File: config.mk
export PLATFORM = sky130hd
export DESIGN_NAME = soh_stx_packet_deframer
export DESIGN_NICKNAME = d
export VERILOG_FILES = /design/src/rtl/sspd_pkg.sv /design/src/rtl/soh_stx_packet_deframer.sv
export SDC_FILE = /design/constraint.sdc
export NUM_CORES = 1
export LEC_CHECK = 0
export ABC_AREA = 1
export BUFFER_PORTS_ARGS = -buffer_cell sky130_fd_sc_hd__buf_2
export CAP_MARGIN = 30
export CORE_MARGIN = 1.5
export CORE_UTILIZATION = 30
export CTS_CLUSTER_SIZE = 24
export DETAILED_ROUTE_END_ITERATION = 10
export MAX_ROUTING_LAYER = met4
export PLACE_DENSITY = 0.5
export REMOVE_ABC_BUFFERS = 1
export SLEW_MARGIN = 5
export SYNTH_ARGS = -nofsm -noshare
export SYNTH_HDL_FRONTEND = slang
export SYNTH_SLANG_ARGS = --single-unit
File: constraint.sdc
create_clock -name aclk -period 2.75 [get_ports aclk]
set_clock_uncertainty 0.05 [all_clocks]
set_input_delay 0.4125 -clock aclk [delete_from_list [all_inputs] [get_ports aclk]]
set_output_delay 0.4125 -clock aclk [all_outputs]
set_load 0.02 [all_outputs]
File: src/rtl/sspd_pkg.sv
// shared types and codes for the start-byte packet deframer
package sspd_pkg;

    localparam int BYTE_W  = 8;
    localparam int KIND_W  = 2;
    localparam int INDEX_W = 8;
    localparam int CFG_W   = 8;

    localparam logic [BYTE_W-1:0] BYTE_MASK = 8'hff;

    typedef enum logic [KIND_W-1:0] {
        KIND_PAYLOAD  = 2'd0,
        KIND_GOOD_END = 2'd1,
        KIND_BAD_END  = 2'd2
    } kind_t;

    typedef enum logic [CFG_W-1:0] {
        CFG_START_FIRST  = 8'd0,
        CFG_START_SECOND = 8'd1
    } cfg_index_t;

    typedef enum logic [3:0] {
        PH_HUNT  = 4'b0001,
        PH_LEN   = 4'b0010,
        PH_DATA  = 4'b0100,
        PH_CHECK = 4'b1000
    } phase_t;

    typedef struct packed {
        kind_t               kind;
        logic [BYTE_W-1:0]   data;
        logic [INDEX_W-1:0]  index;
    } result_t;

endpackage

File: src/rtl/soh_stx_packet_deframer.sv
// start-byte packet deframer: hunt, length, payload with running sum, checksum check
//
//  channel | direction | ports                                         | handshake
//  --------+-----------+-----------------------------------------------+-----------
//  s_      | in        | s_rx_byte                                     | s_valid/s_ready
//  m_      | out       | m_result_kind, m_result_byte, m_payload_index | m_valid/m_ready
//  cfg_    | in        | cfg_index, cfg_data                           | cfg_valid/cfg_ready
//
// one byte is taken every cycle while s_ready is high; the deframer state updates on the
// accept edge and any result is registered into the output register (or the skid entry).
// a two-entry output stage (output register plus skid) keeps s_ready high while one
// result waits; s_ready drops only once both entries hold results.
// aresetn is synchronous, active low; start bytes return to 1 and 2, hunting restarts.
// cfg_ready is always high.
module soh_stx_packet_deframer (
    input  logic                        aclk,
    input  logic                        aresetn,

    input  logic                        s_valid,
    output logic                        s_ready,
    input  logic [sspd_pkg::BYTE_W-1:0] s_rx_byte,

    output logic                         m_valid,
    input  logic                         m_ready,
    output logic [sspd_pkg::KIND_W-1:0]  m_result_kind,
    output logic [sspd_pkg::BYTE_W-1:0]  m_result_byte,
    output logic [sspd_pkg::INDEX_W-1:0] m_payload_index,

    input  logic                        cfg_valid,
    output logic                        cfg_ready,
    input  logic [sspd_pkg::CFG_W-1:0]  cfg_index,
    input  logic [sspd_pkg::BYTE_W-1:0] cfg_data
);

    logic [sspd_pkg::BYTE_W-1:0] first_reg, second_reg;

    sspd_pkg::phase_t            phase_reg, phase_next;
    logic [sspd_pkg::BYTE_W-1:0] prev_reg, prev_next;
    logic [sspd_pkg::BYTE_W-1:0] len_reg, len_next;
    logic [sspd_pkg::BYTE_W-1:0] left_reg, left_next;
    logic [sspd_pkg::BYTE_W-1:0] sum_reg, sum_next;
    logic [sspd_pkg::INDEX_W-1:0] idx_reg, idx_next;
    logic                        fresh_reg, fresh_next;

    logic                        res_valid;
    sspd_pkg::result_t           res;

    logic                        out_valid_reg, skid_valid_reg;
    sspd_pkg::result_t           out_reg, skid_reg;

    logic accept, pop;

    assign cfg_ready = 1'b1;
    assign s_ready   = !skid_valid_reg;
    assign accept    = s_valid && s_ready;
    assign pop       = out_valid_reg && m_ready;

    assign m_valid         = out_valid_reg;
    assign m_result_kind   = out_reg.kind;
    assign m_result_byte   = out_reg.data;
    assign m_payload_index = out_reg.index;

    always_ff @(posedge aclk) begin
        if (!aresetn) begin
            first_reg  <= 8'd1;
            second_reg <= 8'd2;
        end else if (cfg_valid && cfg_ready) begin
            if (cfg_index == sspd_pkg::CFG_START_FIRST) begin
                first_reg <= cfg_data;
            end else if (cfg_index == sspd_pkg::CFG_START_SECOND) begin
                second_reg <= cfg_data;
            end
        end
    end

    always_comb begin
        phase_next = phase_reg;
        prev_next  = prev_reg;
        len_next   = len_reg;
        left_next  = left_reg;
        sum_next   = sum_reg;
        idx_next   = idx_reg;
        fresh_next = fresh_reg;
        res_valid  = 1'b0;
        res.kind   = sspd_pkg::KIND_PAYLOAD;
        res.data   = s_rx_byte;
        res.index  = idx_reg;

        unique case (phase_reg)
            sspd_pkg::PH_HUNT: begin
                fresh_next = 1'b0;
                if (fresh_reg && first_reg == '0 && second_reg == '0) begin
                    // cleared previous byte already matches a zero start pattern
                    phase_next = sspd_pkg::PH_LEN;
                end else if (prev_reg == first_reg && s_rx_byte == second_reg) begin
                    phase_next = sspd_pkg::PH_LEN;
                end else begin
                    prev_next = s_rx_byte;
                end
                if (fresh_reg && first_reg == '0 && second_reg == '0) begin
                    len_next = s_rx_byte;
                    sum_next = '0;
                    idx_next = '0;
                    if (s_rx_byte >= 8'd2) begin
                        left_next  = s_rx_byte - 8'd1;
                        phase_next = sspd_pkg::PH_DATA;
                    end else begin
                        left_next  = '0;
                        phase_next = sspd_pkg::PH_CHECK;
                    end
                end
            end
            sspd_pkg::PH_LEN: begin
                len_next = s_rx_byte;
                sum_next = '0;
                idx_next = '0;
                if (s_rx_byte >= 8'd2) begin
                    left_next  = s_rx_byte - 8'd1;
                    phase_next = sspd_pkg::PH_DATA;
                end else begin
                    left_next  = '0;
                    phase_next = sspd_pkg::PH_CHECK;
                end
            end
            sspd_pkg::PH_DATA: begin
                res_valid = 1'b1;
                sum_next  = (sum_reg + s_rx_byte) & sspd_pkg::BYTE_MASK;
                idx_next  = idx_reg + 8'd1;
                left_next = left_reg - 8'd1;
                if (left_reg == 8'd1) begin
                    phase_next = sspd_pkg::PH_CHECK;
                end
            end
            sspd_pkg::PH_CHECK: begin
                res_valid  = 1'b1;
                res.kind   = (sum_reg == s_rx_byte && len_reg != '0) ?
                             sspd_pkg::KIND_GOOD_END : sspd_pkg::KIND_BAD_END;
                res.data   = len_reg;
                res.index  = '0;
                phase_next = sspd_pkg::PH_HUNT;
                prev_next  = '0;
                fresh_next = 1'b1;
            end
            default: begin
                phase_next = sspd_pkg::PH_HUNT;
                prev_next  = '0;
                fresh_next = 1'b1;
            end
        endcase
    end

    always_ff @(posedge aclk) begin
        if (!aresetn) begin
            phase_reg <= sspd_pkg::PH_HUNT;
            prev_reg  <= '0;
            len_reg   <= '0;
            left_reg  <= '0;
            sum_reg   <= '0;
            idx_reg   <= '0;
            fresh_reg <= 1'b1;
        end else if (accept) begin
            phase_reg <= phase_next;
            prev_reg  <= prev_next;
            len_reg   <= len_next;
            left_reg  <= left_next;
            sum_reg   <= sum_next;
            idx_reg   <= idx_next;
            fresh_reg <= fresh_next;
        end
    end

    // output register with skid entry behind it
    always_ff @(posedge aclk) begin
        if (!aresetn) begin
            out_valid_reg  <= 1'b0;
            skid_valid_reg <= 1'b0;
        end else begin
            if (skid_valid_reg && pop) begin
                out_reg        <= skid_reg;
                skid_valid_reg <= 1'b0;
            end else if (accept && res_valid) begin
                if (!out_valid_reg || pop) begin
                    out_reg       <= res;
                    out_valid_reg <= 1'b1;
                end else begin
                    skid_reg       <= res;
                    skid_valid_reg <= 1'b1;
                end
            end else if (pop) begin
                out_valid_reg <= 1'b0;
            end
        end
    end

endmodule

==> flow_summary.yaml <==
cts:
  ctsResizeCount: 0
  ctsHoldBuffers: 0
  htreeDepth: 3
  clock_path_buffers: 2
  cts-buffers-inserted: 9
  clock_sinks: 99
  cts_root_buf: "clkbuf_16"
  cts_setup_buffers: 0
  insertion_delay_ns: 0.36
  path_clk_slew_ns: 0.07
  tritoncts: "yes"
die:
  row_count: 47
  die_h_microns: 134
  ios: 50
  core_area_sq_um: 16600
  die_x_microns: 134
  die_area_sq_um: 17900
  start_util_pct: 30.9
pwr:
  p_comb_share_pct: 22.8
  p_per_area_nw_per_um2: 641
  internal-power_mw: 2.52
  p_clk_share_pct: 33.3
  swShare_pct: 33.5
  total_leakage_power_nw: 2.56
  switchingPower_mw: 1.27
  seq_power_share_pct: 43.9
  peakVddDrop_uv: 332
setup_path:
  criticalPathCategory: "reg2reg"
  path_cells: "inv_2 -> nand2_1 -> nor2_1 -> nand2_2 -> inv_2 -> nand2_1 -> nand3_2 -> buf_4 -> nor3_1 -> nor2_1"
  crit_slowest_cell: "dfxtp_1"
  cp_max_fo: 14
  worst_path_largest_cell_delay_ns: 0.42
  start_kind: "flop"
  worstSetupEndpointType: "flop"
  cp_data_arrival_time_ns: 2.14
  critPathRequiredTime_ns: 2.95
synth:
  synthTopCellsByCount: "nand2_1 (203), inv_1 (77), a21oi_1 (65)"
  synthAdderAreaFrac_pct: 3.31
  synth-seq-cells: 99
  syn-cell-area_sq_um: 5140
  synth_xor_area_share_pct: 2.73
  synth_area_leader_cell: "dfxtp_1"
  syn_area_per_cell_sq_um: 7.38
  synth-main-ff-cell: "dfxtp_1"
  syn_inst: 697
  synth_mux_area_share_pct: 0
  ys_top_cells_by_area: "dfxtp_1 (25%), edfxtp_1 (21%), nand2_1 (15%)"
  async_reset_ff_share_pct: 0
  yosys.area_share.simple_pct: 27.2
  synthMostInstantiatedCell: "nand2_1"
  synth_compound_area_share_pct: 12.0
  synth_top_family_by_area: "simple AND/OR/NAND/NOR gates"
  synth_warnings: 0
  synth_edf_count: 36
  seq_area_frac_synth_pct: 45.5
  synthDistinctLibCells: 39
  synth_top_area_share_pct: 24.5
detailed_routing:
  wl_per_cell_microns: 12.8
  wirelength_microns: 12400
  via_per_inst: 4.49
  final_antenna_net_count: 0
  dr.pass1.iters: 4
  via_count: 4337
  drt_iter0_markers: 213
  drc: 0
sta:
  timing.fmax_ghz: 0.515
  tightest_slew_ns: 0.507
  finalCriticalPeriod_ns: 1.94
  setup_ws_ns: 0.807
  finalMaxSlewViolations: 0
  final_hold_viol_count: 0
  setup_viol: 0
  rsz0062_at_grt: "false"
  holdWs_ns: 0.263
  fin_crit_sh_pct: 70.7
  slew_headroom_pct: 65.9
placement:
  routabilityCongestion: 0.848
  dp_hpwl_microns: 9050
  dp_slack_ns: 0.646
  io_buffers: 48
final_layout:
  diodes: 0
  drive_above_1_share_pct: 13.7
  largest_reg_flops: 18
  fill_cells: 1792
  area_growth_pct: 15.0
  regArea_sq_um: 2340
  multi_input_comb_area_sq_um: 2340
  nNetsFinal: 784
grt:
  grt_pass1_wl_microns: 21000
  grt-ovfl-total: 0
  grt_start_max_net_pins: 37
  grt_usage_pct: 15.4
  antenna_found_initial: 0
  grt_pass1_vias: 4108
run_status:
  status: "finished, final reports clean"
flow_run:
  cap_viol_max_count: 0
min_path:
  hp-class: "in2reg"
-- routing by layer --
metal,up-vias,GRT usage [%],routed length [microns]
met5,-,-,0
met4,0,3.62,40
met3,6,3.67,419
met2,78,23.7,5460
met1,1929,20.4,6490
li1,2324,-,-
-- power groups by stage --
| stage | Clock [mW] | Sequential [mW] | Combinational, mW |
|---|---|---|---|
| after CTS | 1.31 | 1.66 | 0.875 |
| after detailed placement | 0 | 1.70 | 0.872 |
| final | 1.26 | 1.66 | 0.866 |
| after floorplan | 0 | 1.68 | 0.621 |
| after global routing | 1.38 | 1.68 | 0.994 |
| after global placement | 0 | 1.70 | 0.882 |
-- cell type report --
class	count	share of cell area (%)
multi-input cells	483	39.6
flip-flops and latches	99	39.6
clock buffers	10	4.04
repair buffers	58	5.33
well taps	220	4.66
inverters	91	5.78
clock inverters	6	0.994
-- final timing paths --
kind	cells past startpoint	slack, ns	startpoint	end
worst max-delay path	10	0.81	phase_reg[2]$_SDFFE_PN0P_	left_reg[7]$_SDFFE_PN0P_
worst max register to register	10	0.81	phase_reg[2]$_SDFFE_PN0P_	left_reg[7]$_SDFFE_PN0P_
worst min-delay path	3	0.26	cfg_data[0]	first_reg[0]$_SDFFE_PN1P_
worst min register to register	2	0.42	sum_reg[4]$_SDFFE_PN0P_	sum_reg[4]$_SDFFE_PN0P_
-- cells in the final DEF (no fill, tap or decap), types with 5 or more instances in the layout --
master,n
nand4_1,6
xor2_1,13
nor3_1,6
ha_1,12
nor2_1,62
nand3_1,37
nand2_1,203
dfxtp_1,63
buf_4,10
a21oi_1,65
edfxtp_1,36
nor3_2,5
buf_2,48
clkbuf_16,9
inv_2,11
inv_1,77
o21ai_0,42
-- through the flow --
stage,instance area (sq um),utilization (%),setup TNS (ns),total power [mW],instances
after CTS,5910,35.5,0,3.85,967
after global routing,5910,35.5,0,4.05,967
after floorplan,5010,-,-31.81,2.30,673
final,5910,35.5,0,3.79,967
after detailed placement,5620,33.7,0,2.57,951
after global placement,5620,33.7,0,2.58,951
-- logic make-up (layout without fill, tap and decap cells) --
kind of cell / count (synthesis) / count (layout)
adder cells (fa/ha/maj): 13 / 13
flip-flops: 99 / 99
XOR/XNOR: 16 / 16
other: 1 / 1
buffers and inverters: 115 / 165
AND/OR/NAND/NOR: 334 / 334
AO/OA/AOI/OAI: 119 / 119
-- critical path, delay by kind of cell (launching register included) --
kind,cells,cell delay [ns]
and+or+nand+nor,7,0.91
buffers and inverters,3,0.45
DFF,1,0.42
No activity file was read; power rests on OpenSTA's default activity.
